$ cat config.mk
export PLATFORM = sky130hd
export DESIGN_NAME = tlv_property_stream_walker_top
export DESIGN_NICKNAME = d
export VERILOG_FILES = /design/src/rtl/tpsw_pkg.sv /design/src/rtl/tlv_property_stream_walker_top.sv /design/src/rtl/tpsw_in_stage.sv /design/src/rtl/tpsw_walker.sv /design/src/rtl/tpsw_out_stage.sv
export SDC_FILE = /design/constraint.sdc
export NUM_CORES = 1
export LEC_CHECK = 0
export ABC_AREA = 0
export BUFFER_PORTS_ARGS = -buffer_cell sky130_fd_sc_hd__clkbuf_2
export CAP_MARGIN = 40
export CELL_PAD_IN_SITES_DETAIL_PLACEMENT = 0
export CELL_PAD_IN_SITES_GLOBAL_PLACEMENT = 2
export CORE_UTILIZATION = 25
export DETAILED_ROUTE_END_ITERATION = 12
export PLACE_DENSITY = 0.55
export SKIP_CTS_REPAIR_TIMING = 1
export SLEW_MARGIN = 20
export SYNTH_ARGS = -nofsm -noshare
export SYNTH_HDL_FRONTEND = slang
export SYNTH_HIERARCHICAL = 1
export SYNTH_SLANG_ARGS = --single-unit
$ cat constraint.sdc
create_clock -name clk -period 6.65 [get_ports clk]
set_input_delay 0.3325 -clock clk [delete_from_list [all_inputs] [get_ports clk]]
set_output_delay 0.3325 -clock clk [all_outputs]
set_load 0.01 [all_outputs]
$ cat src/rtl/tpsw_pkg.sv
// Package for the TLV property stream walker: beat types, phase/role/cause codes.
// Used by every module under rtl/.
package tpsw_pkg;

    localparam int LenBits = 32;   // width of the body byte counter, 8..32
    localparam int HdrBytes = 8;
    localparam int SizeSelf = 4;

    typedef enum logic [2:0] {
        PH_IDLE      = 3'd0,
        PH_HEADER    = 3'd1,
        PH_PAYLOAD   = 3'd2,
        PH_END_NAME  = 3'd3,
        PH_END_SHORT = 3'd4,
        PH_END_SMALL = 3'd5,
        PH_END_OVER  = 3'd6
    } phase_t;

    typedef enum logic [2:0] {
        ROLE_LEAD     = 3'd0,
        ROLE_HDR      = 3'd1,
        ROLE_HDR_DONE = 3'd2,
        ROLE_PAYLOAD  = 3'd3,
        ROLE_ENDED    = 3'd4,
        ROLE_IGNORED  = 3'd5
    } role_t;

    typedef enum logic [2:0] {
        CAUSE_NONE       = 3'd0,
        CAUSE_ZERO_NAME  = 3'd1,
        CAUSE_SHORT_TAIL = 3'd2,
        CAUSE_SMALL_SIZE = 3'd3,
        CAUSE_OVERRUN    = 3'd4
    } cause_t;

    typedef struct packed {
        logic        start_req;
        logic [7:0]  data_byte;
        logic [31:0] body_length;
    } in_beat_t;

    typedef struct packed {
        logic [2:0]  role;
        logic [2:0]  end_cause;
        logic [15:0] name_index;
        logic [15:0] type_index;
        logic [31:0] payload_size;
        logic [7:0]  payload_byte;
        logic [31:0] payload_offset;
        logic        payload_last;
        logic [15:0] property_count;
    } out_beat_t;

endpackage

$ cat src/rtl/tlv_property_stream_walker_top.sv
// TLV property stream walker: top level with input register, walker and result register.
// Depends on tpsw_pkg, tpsw_in_stage, tpsw_walker, tpsw_out_stage.
//
// Usage: one struct body enters as a byte stream on the src channel, one byte per beat.
// The beat with start_req set carries the leading byte and body_length; it restarts
// the walk at any point. Every input beat yields exactly one result beat on the dst
// channel, carrying the byte's role, end cause, current header fields, payload
// position and the count of accepted properties.
// Path: each byte passes the input register and then the result register before its
// result shows on dst_valid; a stall on dst can hold it in either register.
// Throughput: one byte per clock while dst_stall is low; the walk state updates as a
// byte moves from the input register to the result register.
// Reset: clears both stage valids and returns the walk to idle; bytes seen before
// any start beat report role ignored.
// Stall: while dst_stall holds, the result register keeps its beat; the input
// register absorbs one more byte, then src_stall rises until the result leaves.
module tlv_property_stream_walker_top (
    input  logic                clk,
    input  logic                rst_n,
    input  logic                src_valid,
    output logic                src_stall,
    input  tpsw_pkg::in_beat_t  src_beat,
    output logic                dst_valid,
    input  logic                dst_stall,
    output tpsw_pkg::out_beat_t dst_beat
);
    import tpsw_pkg::*;

    logic      item_valid;
    in_beat_t  item;
    logic      out_ready;
    logic      fire;
    out_beat_t result;

    assign fire = item_valid && out_ready;

    tpsw_in_stage u_in_stage (
        .clk        (clk),
        .rst_n      (rst_n),
        .src_valid  (src_valid),
        .src_stall  (src_stall),
        .src_beat   (src_beat),
        .advance    (out_ready),
        .item_valid (item_valid),
        .item       (item)
    );

    tpsw_walker u_walker (
        .clk    (clk),
        .rst_n  (rst_n),
        .fire   (fire),
        .item   (item),
        .result (result)
    );

    tpsw_out_stage u_out_stage (
        .clk       (clk),
        .rst_n     (rst_n),
        .load      (fire),
        .result    (result),
        .ready     (out_ready),
        .dst_valid (dst_valid),
        .dst_stall (dst_stall),
        .dst_beat  (dst_beat)
    );

`ifndef NO_ASSERTIONS
    // input only backs up when both registers hold beats and the output is stalled
    a_stall_only_when_full: assert property (@(posedge clk) disable iff (!rst_n)
        src_stall |-> (item_valid && dst_valid && dst_stall))
        else $error("src_stall raised with room in the pipeline");

    // a byte leaving the input register always lands in the result register
    a_fire_loads_result: assert property (@(posedge clk) disable iff (!rst_n)
        fire |=> dst_valid)
        else $error("decoded beat lost on its way to the result register");

    a_last_is_payload: assert property (@(posedge clk) disable iff (!rst_n)
        (dst_valid && dst_beat.payload_last) |-> (dst_beat.role == ROLE_PAYLOAD))
        else $error("payload_last on a non-payload beat");

    a_ignored_clean: assert property (@(posedge clk) disable iff (!rst_n)
        (dst_valid && dst_beat.role == ROLE_IGNORED) |->
        (dst_beat.property_count == 16'd0 && dst_beat.end_cause == CAUSE_NONE))
        else $error("ignored beat carries walk state");
`endif
endmodule

$ cat src/rtl/tpsw_in_stage.sv
// Input register stage of the TLV property stream walker.
// Depends on tpsw_pkg.
module tpsw_in_stage (
    input  logic              clk,
    input  logic              rst_n,
    input  logic              src_valid,
    output logic              src_stall,
    input  tpsw_pkg::in_beat_t src_beat,
    input  logic              advance,
    output logic              item_valid,
    output tpsw_pkg::in_beat_t item
);
    import tpsw_pkg::*;

    logic     valid_reg;
    logic     valid_next;
    in_beat_t item_reg;
    logic     accept;

    assign src_stall  = valid_reg && !advance;
    assign accept     = src_valid && !src_stall;
    assign item_valid = valid_reg;
    assign item       = item_reg;

    always_comb
    begin
        valid_next = valid_reg;
        if (accept)
        begin
            valid_next = 1'b1;
        end
        else if (advance)
        begin
            valid_next = 1'b0;
        end
    end

    always_ff @(posedge clk or negedge rst_n)
    begin
        if (!rst_n)
        begin
            valid_reg <= 1'b0;
        end
        else
        begin
            valid_reg <= valid_next;
        end
    end

    always_ff @(posedge clk)
    begin
        if (accept)
        begin
            item_reg <= src_beat;
        end
    end
endmodule

$ cat src/rtl/tpsw_walker.sv
// Walk state and per-byte decode of the TLV property stream walker.
// Depends on tpsw_pkg.
module tpsw_walker (
    input  logic               clk,
    input  logic               rst_n,
    input  logic               fire,
    input  tpsw_pkg::in_beat_t item,
    output tpsw_pkg::out_beat_t result
);
    import tpsw_pkg::*;

    phase_t              phase_reg, phase_next;
    logic [2:0]          hpos_reg, hpos_next;
    logic [15:0]         name_reg, name_next;
    logic [15:0]         type_reg, type_next;
    logic [31:0]         size_reg, size_next;
    logic [LenBits-1:0]  rem_reg, rem_next;
    logic [31:0]         pcnt_reg, pcnt_next;
    logic [15:0]         count_reg, count_next;

    logic [LenBits-1:0]  blen;
    logic [LenBits-1:0]  rem_dec;
    logic [LenBits-1:0]  rem_lead;
    logic [31:0]         psize;
    logic [31:0]         new_psize;
    logic                lead_short;
    logic                tail_short;
    role_t               role;
    logic [7:0]          pbyte;
    logic [31:0]         poff;
    logic                plast;
    logic [2:0]          cause;
    logic [7:0]          b;

    assign b        = item.data_byte;
    assign blen     = item.body_length[LenBits-1:0];
    assign rem_dec  = rem_reg - LenBits'(1);
    // the lead byte counts toward the length but is not parsed
    assign rem_lead = (blen == '0) ? '0 : blen - LenBits'(1);
    assign psize    = size_reg - 32'(SizeSelf);
    // payload length of the header being closed on its eighth byte
    assign new_psize = {b, size_reg[23:0]} - 32'(SizeSelf);
    // short-tail test wherever a header would begin, on the updated count
    assign lead_short = (rem_lead < LenBits'(HdrBytes));
    assign tail_short = (rem_dec < LenBits'(HdrBytes));

    always_comb
    begin
        phase_next = phase_reg;
        hpos_next  = hpos_reg;
        name_next  = name_reg;
        type_next  = type_reg;
        size_next  = size_reg;
        rem_next   = rem_reg;
        pcnt_next  = pcnt_reg;
        count_next = count_reg;
        role       = ROLE_ENDED;
        pbyte      = 8'd0;
        poff       = 32'd0;
        plast      = 1'b0;

        if (item.start_req)
        begin
            name_next  = 16'd0;
            type_next  = 16'd0;
            size_next  = 32'd0;
            pcnt_next  = 32'd0;
            count_next = 16'd0;
            rem_next   = rem_lead;
            role       = ROLE_LEAD;
            hpos_next  = 3'd0;
            phase_next = lead_short ? PH_END_SHORT : PH_HEADER;
        end
        else
        begin
            case (phase_reg)
                PH_IDLE:
                begin
                    role = ROLE_IGNORED;
                end
                PH_HEADER:
                begin
                    rem_next  = rem_dec;
                    role      = ROLE_HDR;
                    hpos_next = hpos_reg + 3'd1;
                    case (hpos_reg)
                        3'd0:    name_next = {8'd0, b};
                        3'd1:    name_next = {b, name_reg[7:0]};
                        3'd2:    type_next = {8'd0, b};
                        3'd3:    type_next = {b, type_reg[7:0]};
                        3'd4:    size_next = {24'd0, b};
                        3'd5:    size_next = {16'd0, b, size_reg[7:0]};
                        3'd6:    size_next = {8'd0, b, size_reg[15:0]};
                        default: size_next = {b, size_reg[23:0]};
                    endcase
                    if (hpos_reg == 3'd1 && name_next == 16'd0)
                    begin
                        phase_next = PH_END_NAME;
                        role       = ROLE_ENDED;
                    end
                    else if (hpos_reg == 3'd7)
                    begin
                        if (size_next < 32'(SizeSelf))
                        begin
                            phase_next = PH_END_SMALL;
                            role       = ROLE_ENDED;
                        end
                        else if (new_psize > 32'(rem_dec))
                        begin
                            phase_next = PH_END_OVER;
                            role       = ROLE_ENDED;
                        end
                        else
                        begin
                            role = ROLE_HDR_DONE;
                            if (count_reg != 16'hFFFF)
                            begin
                                count_next = count_reg + 16'd1;
                            end
                            pcnt_next = 32'd0;
                            if (new_psize == 32'd0)
                            begin
                                hpos_next  = 3'd0;
                                phase_next = tail_short ? PH_END_SHORT : PH_HEADER;
                            end
                            else
                            begin
                                phase_next = PH_PAYLOAD;
                            end
                        end
                    end
                end
                PH_PAYLOAD:
                begin
                    role      = ROLE_PAYLOAD;
                    pbyte     = b;
                    poff      = pcnt_reg;
                    rem_next  = rem_dec;
                    pcnt_next = pcnt_reg + 32'd1;
                    if (pcnt_next >= psize)
                    begin
                        plast      = 1'b1;
                        hpos_next  = 3'd0;
                        phase_next = tail_short ? PH_END_SHORT : PH_HEADER;
                    end
                end
                default:
                begin
                    role = ROLE_ENDED;
                end
            endcase
        end
    end

    always_comb
    begin
        case (phase_next)
            PH_END_NAME:  cause = CAUSE_ZERO_NAME;
            PH_END_SHORT: cause = CAUSE_SHORT_TAIL;
            PH_END_SMALL: cause = CAUSE_SMALL_SIZE;
            PH_END_OVER:  cause = CAUSE_OVERRUN;
            default:      cause = CAUSE_NONE;
        endcase
    end

    always_comb
    begin
        result.role           = role;
        result.end_cause      = cause;
        result.name_index     = name_next;
        result.type_index     = type_next;
        result.payload_size   = (size_next >= 32'(SizeSelf)) ?
                                size_next - 32'(SizeSelf) : 32'd0;
        result.payload_byte   = pbyte;
        result.payload_offset = poff;
        result.payload_last   = plast;
        result.property_count = count_next;
    end

    always_ff @(posedge clk or negedge rst_n)
    begin
        if (!rst_n)
        begin
            phase_reg <= PH_IDLE;
            hpos_reg  <= 3'd0;
            name_reg  <= 16'd0;
            type_reg  <= 16'd0;
            size_reg  <= 32'd0;
            rem_reg   <= '0;
            pcnt_reg  <= 32'd0;
            count_reg <= 16'd0;
        end
        else if (fire)
        begin
            phase_reg <= phase_next;
            hpos_reg  <= hpos_next;
            name_reg  <= name_next;
            type_reg  <= type_next;
            size_reg  <= size_next;
            rem_reg   <= rem_next;
            pcnt_reg  <= pcnt_next;
            count_reg <= count_next;
        end
    end
endmodule

$ cat src/rtl/tpsw_out_stage.sv
// Result register stage of the TLV property stream walker.
// Depends on tpsw_pkg.
module tpsw_out_stage (
    input  logic                clk,
    input  logic                rst_n,
    input  logic                load,
    input  tpsw_pkg::out_beat_t result,
    output logic                ready,
    output logic                dst_valid,
    input  logic                dst_stall,
    output tpsw_pkg::out_beat_t dst_beat
);
    import tpsw_pkg::*;

    logic      valid_reg;
    logic      valid_next;
    out_beat_t beat_reg;

    // room when empty or when the held beat leaves this cycle
    assign ready     = !valid_reg || !dst_stall;
    assign dst_valid = valid_reg;
    assign dst_beat  = beat_reg;

    always_comb
    begin
        valid_next = valid_reg;
        if (load)
        begin
            valid_next = 1'b1;
        end
        else if (!dst_stall)
        begin
            valid_next = 1'b0;
        end
    end

    always_ff @(posedge clk or negedge rst_n)
    begin
        if (!rst_n)
        begin
            valid_reg <= 1'b0;
        end
        else
        begin
            valid_reg <= valid_next;
        end
    end

    always_ff @(posedge clk)
    begin
        if (load)
        begin
            beat_reg <= result;
        end
    end
endmodule

Yosys cells after proc, flatten, opt, wreduce, memory -nomap -nowiden --
Index checks and enable logic that the tools add are counted.
Storage, ports and cells: flip-flop bits (word level) 320, output and inout port bits 129
Operators by class: $add $sub $neg 8, $lt $le $gt $ge 6, equal/unequal tests 20, mux-type cells 58, bitwise gates (word level) 1, reduce and logical (&&, ||, !) cells 23
Operator list (count):
- two-way mux 32 bit | 12
- two-way mux 16 bit | 13
- case mux 32 bit (4 select lines) | 1
- subtractor 32 x 3 -> 32 bit, second input constant | 3
- zero test 32 bit | 2
- < comparator 32 x 4 -> 1 bit, second input constant | 2
- case mux 16 bit (2 select lines) | 2
- case mux 32 bit (2 select lines) | 1
- subtractor 32 x 1 -> 32 bit, second input constant | 2
- two-way mux 3 bit | 20
- adder 32 x 1 -> 32 bit, second input constant | 1
- greater-or-equal comparator 32 x 3 -> 1 bit, second input constant | 1
- greater-or-equal comparator 32 bit | 1
- > comparator 32 bit | 1
- < comparator 32 x 3 -> 1 bit, second input constant | 1
- equality test 3 bit, second input constant | 7
- adder 16 x 1 -> 16 bit, second input constant | 1
- zero test 16 bit | 1
- != test 16 bit, second input constant | 1
- equality test 3 x 2 -> 1 bit, second input constant | 4
- case mux 3 bit (2 select lines) | 2
- case mux 3 bit (4 select lines) | 1
- != test 3 bit, second input constant | 3
- case mux 3 bit (3 select lines) | 1
- 17 further kinds | 32

Longest topological paths before layout --
depth after elaboration 13, mapped depth 19

Hierarchy --
Netlist, hierarchy kept.
Modules (own cells, without submodules):
- tpsw_walker | times used 1, cells each 1818, area an instance 14316.2 um2
- tpsw_out_stage | times used 1, cells each 130, area an instance 3849.9 um2
- tpsw_in_stage | times used 1, cells each 46, area an instance 1288.7 um2
- tlv_property_stream_walker_top | times used 1, cells each 1, area an instance 6.3 um2

Least setup slack after synthesis --
OpenSTA, ideal clock, no wires.
path kind register -> register, from reg u_out_stage.valid_reg (netlist: u_out_stage/dst_valid), to reg u_walker.pcnt_reg[21], data arrival time 5.703 ns, data required time 6.540 ns, setup slack 0.837 ns, cell stages (with the launch flop) 8, path buffers 1, period minus slack after synthesis 5.813 ns, cells stage by stage dfrtp_1 > nand2_1 > and2_1 > clkinv_1 > a31oi_1 > nand4_1 > clkbuf_1 > o41ai_1
On the way: cells in the longest elaborated chain, start to end 4
Ends and longest elaborated chain:
- from (decl) | RTL line tpsw_out_stage.sv:15 | logic valid_reg;
- from (signal assigned) | RTL line tpsw_out_stage.sv:45 | valid_reg <= valid_next;
- zero test 1 bit | RTL line tpsw_out_stage.sv:20 | assign ready = !valid_reg || !dst_stall;
- logical OR 1 bit | RTL line tpsw_out_stage.sv:20
- named net out_ready | RTL line tlv_property_stream_walker_top.sv:31 | logic out_ready;
- logical AND 1 bit | RTL line tlv_property_stream_walker_top.sv:35 | assign fire = item_valid && out_ready;
- named net fire | RTL line tlv_property_stream_walker_top.sv:32 | logic fire;
- AND reduction 6 bit (no line)
- to (signal assigned) | RTL line tpsw_walker.sv:201 | pcnt_reg <= pcnt_next;
- to (decl) | RTL line tpsw_walker.sv:18 | logic [31:0] pcnt_reg, pcnt_next;
The timed path passes the listed nets, and every way through them passes these cells. A chain may end at the register's enable or synchronous reset.

Worst setup path in the final report --
from reg u_walker.rem_reg[0], to reg u_walker.count_reg[3]
On the way: cells in the longest elaborated chain, start to end 8
Ends and longest elaborated chain:
- from (decl) | RTL line tpsw_walker.sv:17 | logic [LenBits-1:0] rem_reg, rem_next;
- from (signal assigned) | RTL line tpsw_walker.sv:200 | rem_reg <= rem_next;
- subtractor 32 x 1 -> 32 bit | RTL line tpsw_walker.sv:37 | assign rem_dec = rem_reg - LenBits'(1);
- > comparator 32 bit | RTL line tpsw_walker.sv:108 | else if (new_psize > 32'(rem_dec))
- two-way mux 16 bit | RTL line tpsw_walker.sv:108
- two-way mux 16 bit | RTL line tpsw_walker.sv:103 | if (size_next < 32'(SizeSelf))
- two-way mux 16 bit | RTL line tpsw_walker.sv:101 | else if (hpos_reg == 3'd7)
- two-way mux 16 bit | RTL line tpsw_walker.sv:96 | if (hpos_reg == 3'd1 && name_next == 16'd0)
- two-way mux 16 bit | RTL line tpsw_walker.sv:76 | case (phase_reg)
- two-way mux 16 bit | RTL line tpsw_walker.sv:62 | if (item.start_req)
- to (signal assigned) | RTL line tpsw_walker.sv:202 | count_reg <= count_next;
- to (decl) | RTL line tpsw_walker.sv:19 | logic [15:0] count_reg, count_next;
No other way between the ends.

==> key figures <==
Critical path
  – Kind of critical path: flop to flop
  – Crit end category: flop
  – Arrival @ worst endpoint: 6590 ps
  – Slack of the worst reg-to-reg path: 540 ps
  – Crit path required time: 7130 ps
  – CP Launch Type: flop
  – Worst-path fanout max: 13

STA
  – Worst-case headroom to the max-slew limit: 0.437
  – Clock skew: 35.4 ps
  – Setup TNS: 0 ps
  – Final worst path period need: 6110 ps
  – Total count of hold-check failures in the final report: 0
  – Final-report max-slew violation count: 0
  – Final critical-path share of the clock period: 0.919
  – RSZ-0062 raised after global routing: false
  – Maximum clock rate: 164 MHz
  – Worst-Margin Slew: 837 ps
  – Setup Viol. Count Final: 0

Power and ir drop
  – Total power per unit cell area: 352 nW/um^2
  – Peak supply drop: 0.187 mV
  – Final Power: 8.24 mW
  – Leakage dissipation: 9.39 nW

Clock tree
  – Clk slew on worst S/H paths: 60 ps
  – Max Buffers Root-to-Sink: 3
  – Clock tree from TritonCTS: yes
  – Number of CTS-inserted buffers: 43
  – H-tree levels: 2
  – Clock network latency to the later pin of the worst-skew pair: 600 ps
  – Total clock sinks: 320
  – Root Driver: sky130_fd_sc_hd__clkbuf_16

Die
  – Die Area: 79000 sq um
  – Die Wd: 281 um
  – Area of the core region: 76500 sq um
  – Initial Util: 0.255
  – Die Span Y: 281 um
  – Ports placed on the boundary: 174
  – Count of standard-cell rows: 101

Synth
  – Share of the synthesized area in the top cell type: 0.259
  – Area contributors post-synth: sky130_fd_sc_hd__edfxtp_1, sky130_fd_sc_hd__dfrtp_1, sky130_fd_sc_hd__ha_1, sky130_fd_sc_hd__nor2_1, sky130_fd_sc_hd__mux2_2
  – Post-Syn Area per Cell: 9.75 sq um
  – Mapped Area: 19500 sq um
  – Share of synthesized area occupied by flip-flops and latches: 0.455
  – Synthesized instance count: 1995
  – Most instantiated flip-flop cell in the synthesis netlist: sky130_fd_sc_hd__edfxtp_1
  – Largest area contributor in the synthesized netlist: sky130_fd_sc_hd__edfxtp_1
  – Distinct cell type count of the synthesized netlist: 98
  – Top-count cell post-synth: sky130_fd_sc_hd__nor2_1
  – Share of synthesized flip-flops with an asynchronous set or reset: 0.475
  – Number of enable flip-flop cells after synthesis: 168
  – Commonest cells post-synth: sky130_fd_sc_hd__nor2_1, sky130_fd_sc_hd__edfxtp_1, sky130_fd_sc_hd__nand2_1
  – Yosys warns: 6
  – Post-synthesis register bit count: 320
  – Post-Syn Nets: 2118

Route
  – Remaining antenna violation count after routing: 0
  – Post-route DRC: 0
  – Total wire length: 66400 um
  – First-pass iteration count of the detailed router: 5
  – Via count: 16200
  – Via density per instance: 4.98
  – Detailed router's first-iteration violation count: 928
  – Routed len/inst: 20.5 um

Global routing
  – Total global-route track usage: 0.166
  – Antenna violations before repair: 1
  – First-pass GRT wire length: 100000 um
  – Overflow after GRT: 0
  – Pin count of the biggest net entering global routing: 192
  – Via count of the first global-routing pass: 16000

Finish
  – Number of standard cells in the layout, taps in and fillers out: 3243
  – Number of nets in the layout: 2301
  – Flip-flop count of the largest register after layout: 127
  – Syn-to-layout area delta: 20.2%
  – Count of fill cells added during filler insertion: 7973
  – Antenna Cells: 0
  – Layout cell share with drive strength beyond 1: 0.183

Placed design
  – Hpwl dp: 47900 um
  – Weighted congestion reported at the end of routability-driven placement: 0.833
  – Placed instance count: 3117
  – I/O Buffers: 173

Flow run
  – Maxcap violations: 0

Worst hold path
  – Class of the tightest hold or removal check: input pin to asynchronous set/reset pin

Run status
  – Status: finished, final reports clean
[stage by stage]
stage	worst slack [ps]	hold WS (ps)	cell area [sq um]	utilization
2_1_floorplan	837	36.9	19500	-
3_3_place_gp	783	353	21400	0.281
3_5_place_dp	576	359	21500	0.281
4_1_cts	530	-280	22900	0.300
5_1_grt	14.4	340	23400	0.306
6_report	541	280	23400	0.306
[routing by layer]
metal | GRT usage | wire [um]
met1 | 0.231 | 31300
met4 | 0.0395 | 1200
met3 | 0.0205 | 2650
met2 | 0.271 | 31300
met5 | 0 | 0
[path summary, 6_finish.rpt]
kind | startpoint | end | cells past startpoint
max | u_walker/rem_reg[0]$_DFFE_PN0P_ | u_walker/count_reg[3]$_DFFE_PN0P_ | 19
min | rst_n | u_walker/type_reg[5]$_DFFE_PN0P_ | 2
max in group asynchronous | rst_n | u_walker/phase_reg[2]$_DFFE_PN0P_ | 4
min reg2reg | u_walker/type_reg[12]$_DFFE_PN0P_ | u_walker/type_reg[12]$_DFFE_PN0P_ | 1
min in group clk | src_beat[16] | u_in_stage/item[16]$_DFFE_PP_ | 2
max reg2reg | u_walker/rem_reg[0]$_DFFE_PN0P_ | u_walker/count_reg[3]$_DFFE_PN0P_ | 19
[logic make-up after synthesis]
family | after synthesis | synth area share
adders and majority gates | 78 | 0.0501
and+or+nand+nor | 789 | 0.212
buffers and inverters | 193 | 0.0410
xor gates and xnor gates | 133 | 0.0599
muxes | 77 | 0.0438
DFF | 320 | 0.455
AOI/OAI and AO/OA | 405 | 0.139
[worst max-delay path: stages, from the launching register on]
cell and delay, ps:
sky130_fd_sc_hd__dfrtp_1 410, sky130_fd_sc_hd__inv_1 100, sky130_fd_sc_hd__ha_1 290, sky130_fd_sc_hd__or4b_4 540, sky130_fd_sc_hd__nor2_1 270, sky130_fd_sc_hd__nand3_1 280
sky130_fd_sc_hd__or4_1 490, sky130_fd_sc_hd__nor4_1 480, sky130_fd_sc_hd__xnor2_1 150, sky130_fd_sc_hd__ha_1 230, sky130_fd_sc_hd__a2111oi_0 310, sky130_fd_sc_hd__o21ai_0 160
sky130_fd_sc_hd__a221oi_1 380, sky130_fd_sc_hd__o2111ai_1 180, sky130_fd_sc_hd__o31ai_2 280, sky130_fd_sc_hd__buf_4 220, sky130_fd_sc_hd__and4_1 530, sky130_fd_sc_hd__nand4_1 220
sky130_fd_sc_hd__or3_1 390, sky130_fd_sc_hd__o221ai_1 80
[layout by cell type (no fill, tap or decap), types with 12 or more instances in the layout]
cell type,netlist,final
sky130_fd_sc_hd__dlygate4sd3_1,0,44
sky130_fd_sc_hd__o21ai_0,104,103
sky130_fd_sc_hd__ha_1,78,78
sky130_fd_sc_hd__o31ai_1,23,23
sky130_fd_sc_hd__or4_1,20,20
sky130_fd_sc_hd__and3_1,18,18
sky130_fd_sc_hd__mux2i_1,12,12
sky130_fd_sc_hd__a22oi_1,27,27
sky130_fd_sc_hd__dfrtp_1,152,152
sky130_fd_sc_hd__xnor2_1,82,82
sky130_fd_sc_hd__nor3_1,64,64
sky130_fd_sc_hd__edfxtp_1,168,168
sky130_fd_sc_hd__a21o_1,16,16
sky130_fd_sc_hd__or3_1,28,28
sky130_fd_sc_hd__xor2_1,51,51
sky130_fd_sc_hd__and2_1,42,41
sky130_fd_sc_hd__o21a_1,14,14
sky130_fd_sc_hd__nand2_1,155,155
sky130_fd_sc_hd__a21oi_1,80,80
sky130_fd_sc_hd__nor2_1,208,207
sky130_fd_sc_hd__clkbuf_2,0,172
sky130_fd_sc_hd__mux2_2,65,65
sky130_fd_sc_hd__nor4_1,32,31
sky130_fd_sc_hd__inv_1,65,65
sky130_fd_sc_hd__or2_2,13,13
sky130_fd_sc_hd__clkbuf_16,0,43
sky130_fd_sc_hd__a31oi_1,19,18
sky130_fd_sc_hd__nand2b_1,16,16
sky130_fd_sc_hd__buf_4,2,41
sky130_fd_sc_hd__nand4_1,52,52
sky130_fd_sc_hd__nand3_1,63,63
[final cells by class]
| cell class | instances | area (sq um) | area share |
|---|---|---|---|
| multi-input combinational | 1482 | 9860 | 0.421 |
| sequential | 320 | 8850 | 0.378 |
| timing repair buffer | 265 | 1760 | 0.0753 |
| tap | 1030 | 1290 | 0.0551 |
| clock buffer | 55 | 1140 | 0.0488 |
| clock inverter | 25 | 248 | 0.0106 |
| inverter | 66 | 248 | 0.0106 |
[power by group]
group | switching (mW) | total [mW] | internal [mW]
clock | 0.965 | 2.31 | 1.34
sequential | 0.318 | 2.80 | 2.48
combinational | 1.96 | 3.13 | 1.17
total | 3.24 | 8.24 | 4.99
Power figures use the tool's default switching activity.
